<file path="config.mk">
export PLATFORM = sky130hd
export DESIGN_NAME = bmp_rle8_span_decoder_top
export DESIGN_NICKNAME = d
export VERILOG_FILES = /design/src/hw/rtl/rle8sd_pkg.sv /design/src/hw/rtl/rle8sd_span_unit.sv /design/src/hw/rtl/rle8sd_out_buf.sv /design/src/hw/rtl/bmp_rle8_span_decoder_top.sv
export SDC_FILE = /design/constraint.sdc
export NUM_CORES = 1
export LEC_CHECK = 0
export CAP_MARGIN = 20
export CORE_UTILIZATION = 33
export CTS_CLUSTER_SIZE = 30
export DETAILED_ROUTE_END_ITERATION = 10
export DONT_BUFFER_PORTS = 1
export GPL_TIMING_DRIVEN = 0
export SLEW_MARGIN = 10
export SYNTH_ARGS = -nofsm -noshare
export SYNTH_HDL_FRONTEND = slang
export SYNTH_HIERARCHICAL = 1
export SYNTH_SLANG_ARGS = --single-unit
</file>
<file path="constraint.sdc">
create_clock -name aclk -period 6.3 [get_ports aclk]
set_input_delay 0.315 -clock aclk [delete_from_list [all_inputs] [get_ports aclk]]
set_output_delay 0.315 -clock aclk [all_outputs]
set_load 0.01 [all_outputs]
</file>
<file path="src/hw/rtl/rle8sd_pkg.sv">
// ----------------------------------------------------------------------------
// rle8sd_pkg
// Shared types and constants of the RLE8 span decoder.
// ----------------------------------------------------------------------------
package rle8sd_pkg;

    localparam int ColW     = 13;
    localparam int CountW   = 8;
    localparam int CfgAddrW = 8;

    localparam logic [ColW-1:0] ColMax        = 13'h1FFF;
    localparam logic [ColW-1:0] WidthReset    = 13'd320;
    localparam logic [ColW-1:0] HeightReset   = 13'd240;
    localparam logic [ColW-1:0] WidthMin      = 13'd8;
    localparam logic [ColW-1:0] HeightMin     = 13'd1;

    localparam logic [CfgAddrW-1:0] REG_IMAGE_WIDTH  = 8'd0;
    localparam logic [CfgAddrW-1:0] REG_IMAGE_HEIGHT = 8'd1;

    localparam logic [7:0] ESC_EOL   = 8'h00;
    localparam logic [7:0] ESC_EOB   = 8'h01;
    localparam logic [7:0] ESC_DELTA = 8'h02;

    localparam logic KIND_SPAN      = 1'b0;
    localparam logic KIND_FRAME_END = 1'b1;

    typedef struct packed {
        logic [7:0] data_byte;
        logic       final_byte;
    } in_item_t;

    typedef struct packed {
        logic        result_kind;
        logic [11:0] span_column;
        logic [11:0] span_row;
        logic [7:0]  span_length;
        logic [7:0]  color_index;
        logic        last_of_run;
    } out_item_t;

    typedef struct packed {
        logic              in_row;
        logic              wrap;
        logic [CountW-1:0] take;
        logic [ColW-1:0]   col_next;
    } span_calc_t;

endpackage

</file>
<file path="src/hw/rtl/rle8sd_span_unit.sv">
// ----------------------------------------------------------------------------
// rle8sd_span_unit
// Cuts the pending run at the row end: span length, wrap and next column.
// ----------------------------------------------------------------------------
module rle8sd_span_unit (
    input  logic [rle8sd_pkg::ColW-1:0]   column,
    input  logic [rle8sd_pkg::ColW-1:0]   width,
    input  logic [rle8sd_pkg::CountW-1:0] remaining,
    output rle8sd_pkg::span_calc_t        calc
);

    logic [rle8sd_pkg::ColW-1:0] room;
    logic [rle8sd_pkg::ColW-1:0] rem_ext;

    assign room    = width - column;
    assign rem_ext = {5'd0, remaining};

    always_comb begin
        calc.in_row = (column < width);
        if (!calc.in_row) begin
            // pixel past the row end: dropped, still wraps
            calc.take     = 8'd1;
            calc.wrap     = 1'b1;
            calc.col_next = '0;
        end else if (rem_ext >= room) begin
            calc.take     = room[7:0];
            calc.wrap     = 1'b1;
            calc.col_next = '0;
        end else begin
            calc.take     = remaining;
            calc.wrap     = 1'b0;
            calc.col_next = column + rem_ext;
        end
    end

endmodule

</file>
<file path="src/hw/rtl/rle8sd_out_buf.sv">
// ----------------------------------------------------------------------------
// rle8sd_out_buf
// Single-entry output register for result items.
// ----------------------------------------------------------------------------
module rle8sd_out_buf (
    input  logic                  aclk,
    input  logic                  aresetn,
    input  logic                  load,
    input  rle8sd_pkg::out_item_t item_in,
    output logic                  can_load,
    output logic                  m_valid,
    input  logic                  m_ready,
    output rle8sd_pkg::out_item_t m_data
);

    logic                  valid_reg;
    logic                  valid_next;
    rle8sd_pkg::out_item_t data_reg;

    assign can_load   = !valid_reg || m_ready;
    assign valid_next = load || (valid_reg && !m_ready);

    always_ff @(posedge aclk) begin
        if (!aresetn) begin
            valid_reg <= 1'b0;
        end else begin
            valid_reg <= valid_next;
        end
    end

    always_ff @(posedge aclk) begin
        if (load) begin
            data_reg <= item_in;
        end
    end

    assign m_valid = valid_reg;
    assign m_data  = data_reg;

endmodule

</file>
<file path="src/hw/rtl/bmp_rle8_span_decoder_top.sv">
// ----------------------------------------------------------------------------
// bmp_rle8_span_decoder_top: RLE8 byte stream to pixel spans.
// A byte is parsed in the idle state; a painting byte then goes through the
// span unit in the paint state, one span or dropped pixel at a time, and a
// frame end leaves from the frame-end state. Throughput: one byte per cycle
// when nothing is painted or ended; paint, frame end and stalls hold the input.
// Sync active-low reset: width 320, height 240, next byte starts a frame.
// ----------------------------------------------------------------------------
module bmp_rle8_span_decoder_top #(
    parameter int MAX_DIMENSION = 4096
) (
    input  logic                                aclk,
    input  logic                                aresetn,
    input  logic                                s_valid,
    output logic                                s_ready,
    input  rle8sd_pkg::in_item_t                s_data,
    output logic                                m_valid,
    input  logic                                m_ready,
    output rle8sd_pkg::out_item_t               m_data,
    input  logic                                cfg_valid,
    output logic                                cfg_ready,
    input  logic [rle8sd_pkg::CfgAddrW-1:0]     cfg_addr,
    input  logic [rle8sd_pkg::ColW-1:0]         cfg_wdata
);

    localparam logic [13:0] MaxDim = 14'(MAX_DIMENSION);

    typedef enum logic [2:0] {
        ST_IDLE  = 3'b001,
        ST_PAINT = 3'b010,
        ST_FEND  = 3'b100
    } seq_state_t;

    typedef enum logic [6:0] {
        PH_COUNT = 7'b0000001,
        PH_VALUE = 7'b0000010,
        PH_DX    = 7'b0000100,
        PH_DY    = 7'b0001000,
        PH_LIT   = 7'b0010000,
        PH_PAD   = 7'b0100000,
        PH_DONE  = 7'b1000000
    } phase_t;

    seq_state_t state_reg, state_next;
    phase_t     phase_reg, phase_next;

    logic [rle8sd_pkg::ColW-1:0]   width_reg, height_reg;
    logic [rle8sd_pkg::ColW-1:0]   col_reg, col_next;
    logic [rle8sd_pkg::ColW-1:0]   row_reg, row_next;
    logic [rle8sd_pkg::CountW-1:0] held_reg, held_next;
    logic [rle8sd_pkg::CountW-1:0] lit_rem_reg, lit_rem_next;
    logic [rle8sd_pkg::CountW-1:0] rem_reg, rem_next;
    logic [7:0]                    color_reg, color_next;
    logic                          lit_odd_reg, lit_odd_next;
    logic                          wrapped_reg, wrapped_next;
    logic                          fstart_reg, fstart_next;
    logic                          fin_reg, fin_next;

    logic [rle8sd_pkg::ColW-1:0] eff_w, eff_h;
    phase_t                      ph_c, ph_n;
    logic [rle8sd_pkg::ColW-1:0] col_c, row_c;
    logic [rle8sd_pkg::CountW-1:0] lit_rem_c, lit_rem_dec, rem_dec;
    logic                        lit_odd_c, wr_c;
    logic [13:0]                 col_sum;
    logic                        end_f, paint_f;
    logic [rle8sd_pkg::CountW-1:0] paint_n;
    logic                        in_acc;

    rle8sd_pkg::span_calc_t calc;
    rle8sd_pkg::out_item_t  out_item;
    logic                   out_load;
    logic                   out_can_load;

    // effective dimensions
    always_comb begin
        eff_w = width_reg;
        if (width_reg < rle8sd_pkg::WidthMin) begin
            eff_w = rle8sd_pkg::WidthMin;
        end else if ({1'b0, width_reg} > MaxDim) begin
            eff_w = MaxDim[12:0];
        end
        eff_h = height_reg;
        if (height_reg < rle8sd_pkg::HeightMin) begin
            eff_h = rle8sd_pkg::HeightMin;
        end else if ({1'b0, height_reg} > MaxDim) begin
            eff_h = MaxDim[12:0];
        end
    end

    assign s_ready   = (state_reg == ST_IDLE);
    assign in_acc    = s_valid && s_ready;
    assign cfg_ready = 1'b1;

    // frame start reloads position state
    assign ph_c      = fstart_reg ? PH_COUNT : phase_reg;
    assign col_c     = fstart_reg ? '0 : col_reg;
    assign row_c     = fstart_reg ? (eff_h - 13'd1) : row_reg;
    assign wr_c      = fstart_reg ? 1'b0 : wrapped_reg;
    assign lit_rem_c = fstart_reg ? '0 : lit_rem_reg;
    assign lit_odd_c = fstart_reg ? 1'b0 : lit_odd_reg;

    assign col_sum     = {1'b0, col_c} + {6'd0, s_data.data_byte};
    assign lit_rem_dec = (lit_rem_c != 8'd0) ? (lit_rem_c - 8'd1) : 8'd0;

    rle8sd_span_unit u_span (
        .column    (col_reg),
        .width     (eff_w),
        .remaining (rem_reg),
        .calc      (calc)
    );

    assign rem_dec = rem_reg - calc.take;

    always_comb begin
        state_next   = state_reg;
        phase_next   = phase_reg;
        col_next     = col_reg;
        row_next     = row_reg;
        held_next    = held_reg;
        lit_rem_next = lit_rem_reg;
        lit_odd_next = lit_odd_reg;
        wrapped_next = wrapped_reg;
        fstart_next  = fstart_reg;
        fin_next     = fin_reg;
        rem_next     = rem_reg;
        color_next   = color_reg;
        ph_n         = ph_c;
        end_f        = 1'b0;
        paint_f      = 1'b0;
        paint_n      = held_reg;
        out_load     = 1'b0;
        out_item     = '0;

        unique case (state_reg)
            ST_IDLE: begin
                if (in_acc) begin
                    col_next     = col_c;
                    row_next     = row_c;
                    wrapped_next = wr_c;
                    lit_rem_next = lit_rem_c;
                    lit_odd_next = lit_odd_c;
                    unique case (ph_c)
                        PH_COUNT: begin
                            held_next = s_data.data_byte;
                            ph_n      = PH_VALUE;
                        end
                        PH_VALUE: begin
                            if (held_reg != 8'd0) begin
                                ph_n    = PH_COUNT;
                                paint_f = 1'b1;
                                paint_n = held_reg;
                            end else if (s_data.data_byte == rle8sd_pkg::ESC_EOL) begin
                                ph_n = PH_COUNT;
                                if (!wr_c) begin
                                    col_next = '0;
                                    if (row_c == '0) begin
                                        end_f = 1'b1;
                                    end else begin
                                        row_next = row_c - 13'd1;
                                    end
                                end
                                wrapped_next = 1'b0;
                            end else if (s_data.data_byte == rle8sd_pkg::ESC_EOB) begin
                                end_f = 1'b1;
                            end else if (s_data.data_byte == rle8sd_pkg::ESC_DELTA) begin
                                ph_n = PH_DX;
                            end else begin
                                lit_rem_next = s_data.data_byte;
                                lit_odd_next = s_data.data_byte[0];
                                ph_n         = PH_LIT;
                            end
                        end
                        PH_DX: begin
                            col_next = col_sum[13] ? rle8sd_pkg::ColMax : col_sum[12:0];
                            ph_n     = PH_DY;
                        end
                        PH_DY: begin
                            ph_n = PH_COUNT;
                            if ({5'd0, s_data.data_byte} > row_c) begin
                                end_f = 1'b1;
                            end else begin
                                row_next = row_c - {5'd0, s_data.data_byte};
                            end
                        end
                        PH_LIT: begin
                            lit_rem_next = lit_rem_dec;
                            if (lit_rem_dec == 8'd0) begin
                                ph_n = lit_odd_c ? PH_PAD : PH_COUNT;
                            end else begin
                                ph_n = PH_LIT;
                            end
                            paint_f = 1'b1;
                            paint_n = 8'd1;
                        end
                        PH_PAD: begin
                            ph_n = PH_COUNT;
                        end
                        PH_DONE: begin
                            ph_n = PH_DONE;
                        end
                        default: begin
                            ph_n = PH_COUNT;
                        end
                    endcase
                    phase_next  = end_f ? PH_DONE : ph_n;
                    fstart_next = s_data.final_byte;
                    fin_next    = s_data.final_byte;
                    if (paint_f) begin
                        state_next = ST_PAINT;
                        rem_next   = paint_n;
                        color_next = s_data.data_byte;
                    end else if (end_f || (s_data.final_byte && ph_n != PH_DONE)) begin
                        state_next = ST_FEND;
                    end
                end
            end
            ST_PAINT: begin
                if (!calc.in_row || out_can_load) begin
                    out_load             = calc.in_row;
                    out_item.result_kind = rle8sd_pkg::KIND_SPAN;
                    out_item.span_column = col_reg[11:0];
                    out_item.span_row    = row_reg[11:0];
                    out_item.span_length = calc.take;
                    out_item.color_index = color_reg;
                    out_item.last_of_run = !(calc.wrap && row_reg == '0)
                                           && rem_dec == 8'd0 && !fin_reg;
                    rem_next     = rem_dec;
                    col_next     = calc.col_next;
                    wrapped_next = calc.wrap;
                    if (calc.wrap && row_reg == '0) begin
                        phase_next = PH_DONE;
                        state_next = ST_FEND;
                    end else begin
                        if (calc.wrap) begin
                            row_next = row_reg - 13'd1;
                        end
                        if (rem_dec != 8'd0) begin
                            state_next = ST_PAINT;
                        end else if (fin_reg) begin
                            state_next = ST_FEND;
                        end else begin
                            state_next = ST_IDLE;
                        end
                    end
                end
            end
            ST_FEND: begin
                if (out_can_load) begin
                    out_load             = 1'b1;
                    out_item.result_kind = rle8sd_pkg::KIND_FRAME_END;
                    out_item.last_of_run = 1'b1;
                    state_next           = ST_IDLE;
                end
            end
            default: begin
                state_next = ST_IDLE;
            end
        endcase
    end

    always_ff @(posedge aclk) begin
        if (!aresetn) begin
            state_reg   <= ST_IDLE;
            phase_reg   <= PH_COUNT;
            width_reg   <= rle8sd_pkg::WidthReset;
            height_reg  <= rle8sd_pkg::HeightReset;
            col_reg     <= '0;
            row_reg     <= rle8sd_pkg::HeightReset - 13'd1;
            held_reg    <= '0;
            lit_rem_reg <= '0;
            lit_odd_reg <= 1'b0;
            wrapped_reg <= 1'b0;
            fstart_reg  <= 1'b1;
            fin_reg     <= 1'b0;
            rem_reg     <= '0;
        end else begin
            state_reg   <= state_next;
            phase_reg   <= phase_next;
            col_reg     <= col_next;
            row_reg     <= row_next;
            held_reg    <= held_next;
            lit_rem_reg <= lit_rem_next;
            lit_odd_reg <= lit_odd_next;
            wrapped_reg <= wrapped_next;
            fstart_reg  <= fstart_next;
            fin_reg     <= fin_next;
            rem_reg     <= rem_next;
            if (cfg_valid && cfg_ready) begin
                if (cfg_addr == rle8sd_pkg::REG_IMAGE_WIDTH) begin
                    width_reg <= cfg_wdata;
                end else if (cfg_addr == rle8sd_pkg::REG_IMAGE_HEIGHT) begin
                    height_reg <= cfg_wdata;
                end
            end
        end
    end

    always_ff @(posedge aclk) begin
        color_reg <= color_next;
    end

    rle8sd_out_buf u_out (
        .aclk     (aclk),
        .aresetn  (aresetn),
        .load     (out_load),
        .item_in  (out_item),
        .can_load (out_can_load),
        .m_valid  (m_valid),
        .m_ready  (m_ready),
        .m_data   (m_data)
    );

`ifndef SYNTH
    a_paint_rem: assert property (@(posedge aclk) disable iff (!aresetn)
        state_reg == ST_PAINT |-> rem_reg != 8'd0)
        else $error("paint state with empty run");

    a_fend_last: assert property (@(posedge aclk) disable iff (!aresetn)
        m_valid && m_data.result_kind == rle8sd_pkg::KIND_FRAME_END
        |-> m_data.last_of_run)
        else $error("frame end item not marked last");

    a_fend_idle: assert property (@(posedge aclk) disable iff (!aresetn)
        out_load && out_item.result_kind == rle8sd_pkg::KIND_FRAME_END
        |=> state_reg == ST_IDLE)
        else $error("sequencer busy after frame end");
`endif

endmodule

</file>
== Word level (Yosys, flattened, before mapping) ==
Cells that the tools add are included.
W data, S select, Z words.

* Input bits: 35
* Memories: 0
* Latch bits: 0
* Bits in registers: 141
* Memory bits (read-only): 0
* Bits in writable memories: 0

* Add/sub/neg operators: 9
* Divide/modulo/power cells: 0
* Shifts and indexed selects: 0
* Equality and inequality tests: 21
* Multiply operators: 0
* Order comparisons: 7
* Reductions and logical operators: 36
* Mux-type cells: 95
* Bitwise operators: 1

{| class="wikitable"
|+ Operators with widths
! cell !! count
|-
| $mux W13 || 21
|-
| $pmux W13 S2 || 4
|-
| $mux W8 || 10
|-
| $mux W7 || 10
|-
| $mux W22 || 2
|-
| $sub A13 B1 Y13 const B || 3
|-
| $pmux W7 S5 || 1
|-
| $logic_not A8 Y1 || 4
|-
| $pmux W8 S2 || 2
|-
| $gt A13 B13 Y1 const B || 2
|-
| $logic_not A13 Y1 || 2
|-
| $mux W1 || 26
|-
| $mux W3 || 8
|-
| $reduce_bool A8 Y1 || 3
|-
| $eq A8 B1 Y1 const B || 2
|-
| $add A13 B8 Y14 || 1
|-
| $pmux W7 S2 || 1
|-
| $add A13 B8 Y13 || 1
|-
| $ge A8 B13 Y1 || 1
|-
| $gt A8 B13 Y1 || 1
|-
| $lt A13 B1 Y1 const B || 1
|-
| $lt A13 B13 Y1 || 1
|-
| $lt A13 B4 Y1 const B || 1
|-
| $sub A13 B13 Y13 || 1
|-
| 30 further kinds || 60
|}

== Depth between registers and ports, before layout ==
* Depth in word-level cells: 18
* Mapped depth: 33
* Depth with buffers taken out: 32

== By module ==
Netlist, hierarchy kept.

{| class="wikitable"
|+ By module, submodules not included
! module !! cells each !! area an instance (um^2) !! instances
|-
| bmp_rle8_span_decoder_top || 970 || 7338.3 || 1
|-
| rle8sd_span_unit || 208 || 1510.2 || 1
|-
| rle8sd_out_buf || 46 || 1310.0 || 1
|}

== Worst setup path before layout ==
OpenSTA, ideal clock, no wires.

* Path kind: register to register
* Start: reg width_reg[7] in the netlist's numbering
* End: reg u_out.data_reg, in the netlist u_out/m_data[0] (data pin)
* Arrival: 6336 ps
* Period minus slack after synthesis: 6482 ps
* Stages on the path, launching flop included: 33
* Path slack: -182 ps
* Path buffers: 1
* Cell sequence: dfxtp_1 > nor4_1 > nand2_1 > nor4_1 > nor2_1 > and2_1 > inv_1 > ha_1 > inv_1 > fa_1 > a21o_1 > a221oi_2 > xor2_1 > ha_1 > and4_1 > o21ai_0 > o21ai_0 > o311ai_1 > or4_1 > buf_2 > nor3_2 > o211a_1 > inv_1 > ha_1 > nor2b_1 > o21ai_0 > a21oi_1 > o21a_1 > or3_1 > a2111oi_0 > nand2_1 > or3_1 > a21oi_1

{| class="wikitable"
|+ RTL lines
! what !! RTL line !! source
|-
| from (decl) || bmp_rle8_span_decoder_top.sv:47 || <nowiki>logic [rle8sd_pkg::ColW-1:0] width_reg, height_reg;</nowiki>
|-
| from (signal assigned) || bmp_rle8_span_decoder_top.sv:265 || <nowiki>width_reg <= rle8sd_pkg::WidthReset;</nowiki>
|-
| from (signal assigned) || bmp_rle8_span_decoder_top.sv:290 || <nowiki>width_reg <= cfg_wdata;</nowiki>
|-
| to (signal assigned) || rle8sd_out_buf.sv:33 || <nowiki>data_reg <= item_in;</nowiki>
|-
| to (decl) || rle8sd_out_buf.sv:18 || <nowiki>rle8sd_pkg::out_item_t data_reg;</nowiki>
|}

==> flow_metrics.tcl <==
set metrics [dict create \
    p_total_w 0.002737 \
    drc 0 \
    multi_input_comb_area_sq_mm 0.006660 \
    seq_area_frac_synth_pct 32.71 \
    viasPerCell 5.795 \
    ys_top_cells_by_area "dfxtp_1, edfxtp_1, ha_1" \
    synth_ff_type "dfxtp_1" \
    synth_cells 1224 \
    antenna_cells 0 \
    cts_root_buf "clkbuf_16" \
    gr-usage-all-layers_pct 21.61 \
    wl_um 34430 \
    fp.dieW_um 177.5 \
    clk_latency_ps 430 \
    p_leak_nw 4.438 \
    crit_required_ps 6600 \
    die_y_um 177.5 \
    hp-class "in2reg" \
    async_reset_ff_share_pct 0 \
    routabilityCongestion 0.9451 \
    dpl.hpwl_um 25510 \
    p_sw_w 0.0008855 \
    num_rows 63 \
    rsz0062_at_grt "true" \
    skew_ps 15.34 \
    start_util_pct 33.91 \
    clockBufferDepth 2 \
    path_clk_slew_ps 70 \
    setup_ws_ps -402.9 \
    syn-num-nets 1321 \
    antenna_found_initial 0 \
    hold_violations 0 \
    placed_cell_area_sq_mm 0.01074 \
    layout_min_cycle_time_ps 6703 \
    finalCritPeriodShare_pct 106.4 \
    synth_area_leader_cell "dfxtp_1" \
    fmax_mhz 149.2 \
    yosys_warnings 6 \
    ys_ff_latch 141 \
    max_stage_delay_ps 430 \
    antenna_left 0 \
    ys_types 94 \
    place_ws_ps -873.2 \
    cap_violations 0 \
    critPathMostFrequentCell "buf_4" \
    regArea_sq_mm 0.003326 \
    grt_pass1_vias 9123 \
    swShare_pct 32.35 \
    core_sq_mm 0.02995 \
    status "complete, but fails checks" \
    tns_ps -1566 \
    startpoint_type "flip-flop" \
    power_per_cell_area_mw_per_mm2 226.0 \
    internal_power_w 0.001852 \
    grt_pass1_wl_um 52300 \
    die-area_sq_mm 0.03149 \
    stdcell_area_sq_mm 0.01211 \
    synth_top_area_share_pct 17.93 \
    comb_power_share_pct 23.9 \
    max-vdd-ir-drop_mv 0.1787 \
    grt_max_degree 24 \
    worst_path_max_delay_cell "or3_4" \
    port-buffer-count 0 \
    synth.avg_cell_area_sq_um 8.299 \
    synth_edf_count 50 \
    via_count 9886 \
    cts_tree "done" \
    clock_power_share_pct 38.8 \
    cp.arrival_ps 7000 \
    fill_cells 3009 \
    h-tree-depth 4 \
    cts_made_buffers 17 \
    setup_viol 5 \
    crit_type "reg2reg" \
    slew_headroom_pct 24.33 \
    largest_register_ffs 42 \
    drtPass1Iterations 5 \
    wl_per_cell_um 20.18 \
    path_max_fanout 3 \
    worst_setup_path_end_kind "flip-flop" \
    ios 80 \
    violations "setup timing" \
    nets 1400 \
    slew_viol_final 0 \
    cts_sinks 141 \
    syn_to_final_growth_pct 19.20 \
    worst_pin_slew_ps 1133 \
    drt-initial-drc-count 1205 \
    pwr-share-seq_pct 37.3 \
    grt_overflow 0 \
    layout-drive-gt1-share_pct 13.60 \
    syn_area_sq_mm 0.01016 \
]
[worst max-delay path, delay by kind of cell (launching register included)]
kind                     cells  cell delay (ps)
buffers and inverters       20             2290
AND/OR/NAND/NOR              8             1800
AO/OA/AOI/OAI                5             1230
adder cells (fa/ha/maj)      3              810
flip-flops                   1              320
XOR/XNOR                     1              130
[area by class of cell]
class,instances,area share [%]
buffer,54,1.891
clock buffer,19,3.751
clock inverter,13,1.250
inverter,72,2.253
multi-input combinational,957,55.00
sequential,141,27.46
tap,390,4.030
timing repair buffer,60,4.360
[power groups by stage]
stage / Sequential [W] / Combinational, W / Clock [W]
global placement: 0.00104 / 0.000480 / 0
finish: 0.00102 / 0.000654 / 0.00106
floorplan: 0.00102 / 0.000359 / 0
detailed placement: 0.00104 / 0.000486 / 0
global route: 0.00102 / 0.000701 / 0.00110
CTS: 0.00102 / 0.000596 / 0.00107
[metal layers]
layer  GRT usage, %  vias up  part of all wire (%)
met2          33.20      456                    44
met3          5.120       53                   9.2
met5              0        -                     0
met4          7.336        0                   2.6
li1               -     4673                     -
met1          29.44     4704                    44
[what timing repair did]
item / in CTS / in global routing
resized for setup: 41 / 34
buffers inserted: 45 / 13
hold endpoints to repair: 8 / 0
pin swaps: 24 / 25
endpoints found under the setup margin: 9 / 25
hold buffers: 8 / 0
[logic make-up (layout without fill, tap and decap cells)]
family	count (synthesis)	count (layout)	share of synthesized area (%)
AOI/OAI and AO/OA	346	346	23.16
xor gates and xnor gates	37	37	3.190
adders and majority gates	62	62	8.006
buffers and inverters	126	218	4.816
DFF	141	141	32.71
muxes	41	41	4.040
other	1	1	0.03691
and+or+nand+nor	470	470	24.04
[cell usage after synthesis, types with 6 or more instances]
master	instances
a211oi_1	16
a21o_1	14
a21oi_1	78
a22oi_1	8
a31oi_1	17
and2_1	42
and3_1	6
buf_1	10
clkbuf_1	38
dfxtp_1	91
edfxtp_1	50
ha_1	57
inv_1	69
mux2i_1	41
nand2_1	100
nand2b_1	18
nand3_1	35
nand3b_1	8
nand4_1	14
nor2_1	104
nor2_2	8
nor2b_1	25
nor3_1	36
nor4_1	18
o211ai_1	19
o21a_1	8
o21ai_0	84
o22ai_1	7
o311ai_0	7
o31ai_1	11
or2_2	6
or3_1	11
or4_1	7
xnor2_1	24
xor2_1	13
[cell usage in the layout, fill, tap and decap left out, types with 42 or more instances in the layout]
cell type / instances
nor2_1: 103
edfxtp_1: 50
nand2_1: 99
dfxtp_1: 89
ha_1: 54
inv_1: 66
a21oi_1: 72
buf_4: 42
o21ai_0: 75
[through the flow]
step | utilization, % | cells | hold WS (ps)
3_5_place_dp | 35.87 | 1615 | 414.3
2_1_floorplan | - | 1224 | 413.9
3_3_place_gp | 35.72 | 1614 | 414.4
5_1_grt | 40.43 | 1706 | 11.61
6_report | 40.43 | 1706 | 16.06
4_1_cts | 39.85 | 1699 | 9.362
[final timing paths]
| path | startpoint | to | slack (ps) | depth (start not counted) |
|---|---|---|---|---|
| worst max register to register | width_reg[7]$_SDFFE_PN0P_ | u_out/m_data[0]$_DFFE_PP_ | -400 | 37 |
| worst min register to register | wrapped_reg$_SDFFE_PN0P_ | wrapped_reg$_SDFFE_PN0P_ | 480 | 2 |
| worst min-delay path | cfg_wdata[7] | height_reg[7]$_SDFFE_PN1P_ | 20 | 2 |
| worst max-delay path | width_reg[7]$_SDFFE_PN0P_ | u_out/m_data[0]$_DFFE_PP_ | -400 | 37 |
Note: power is estimated with default switching activity, not from simulation.
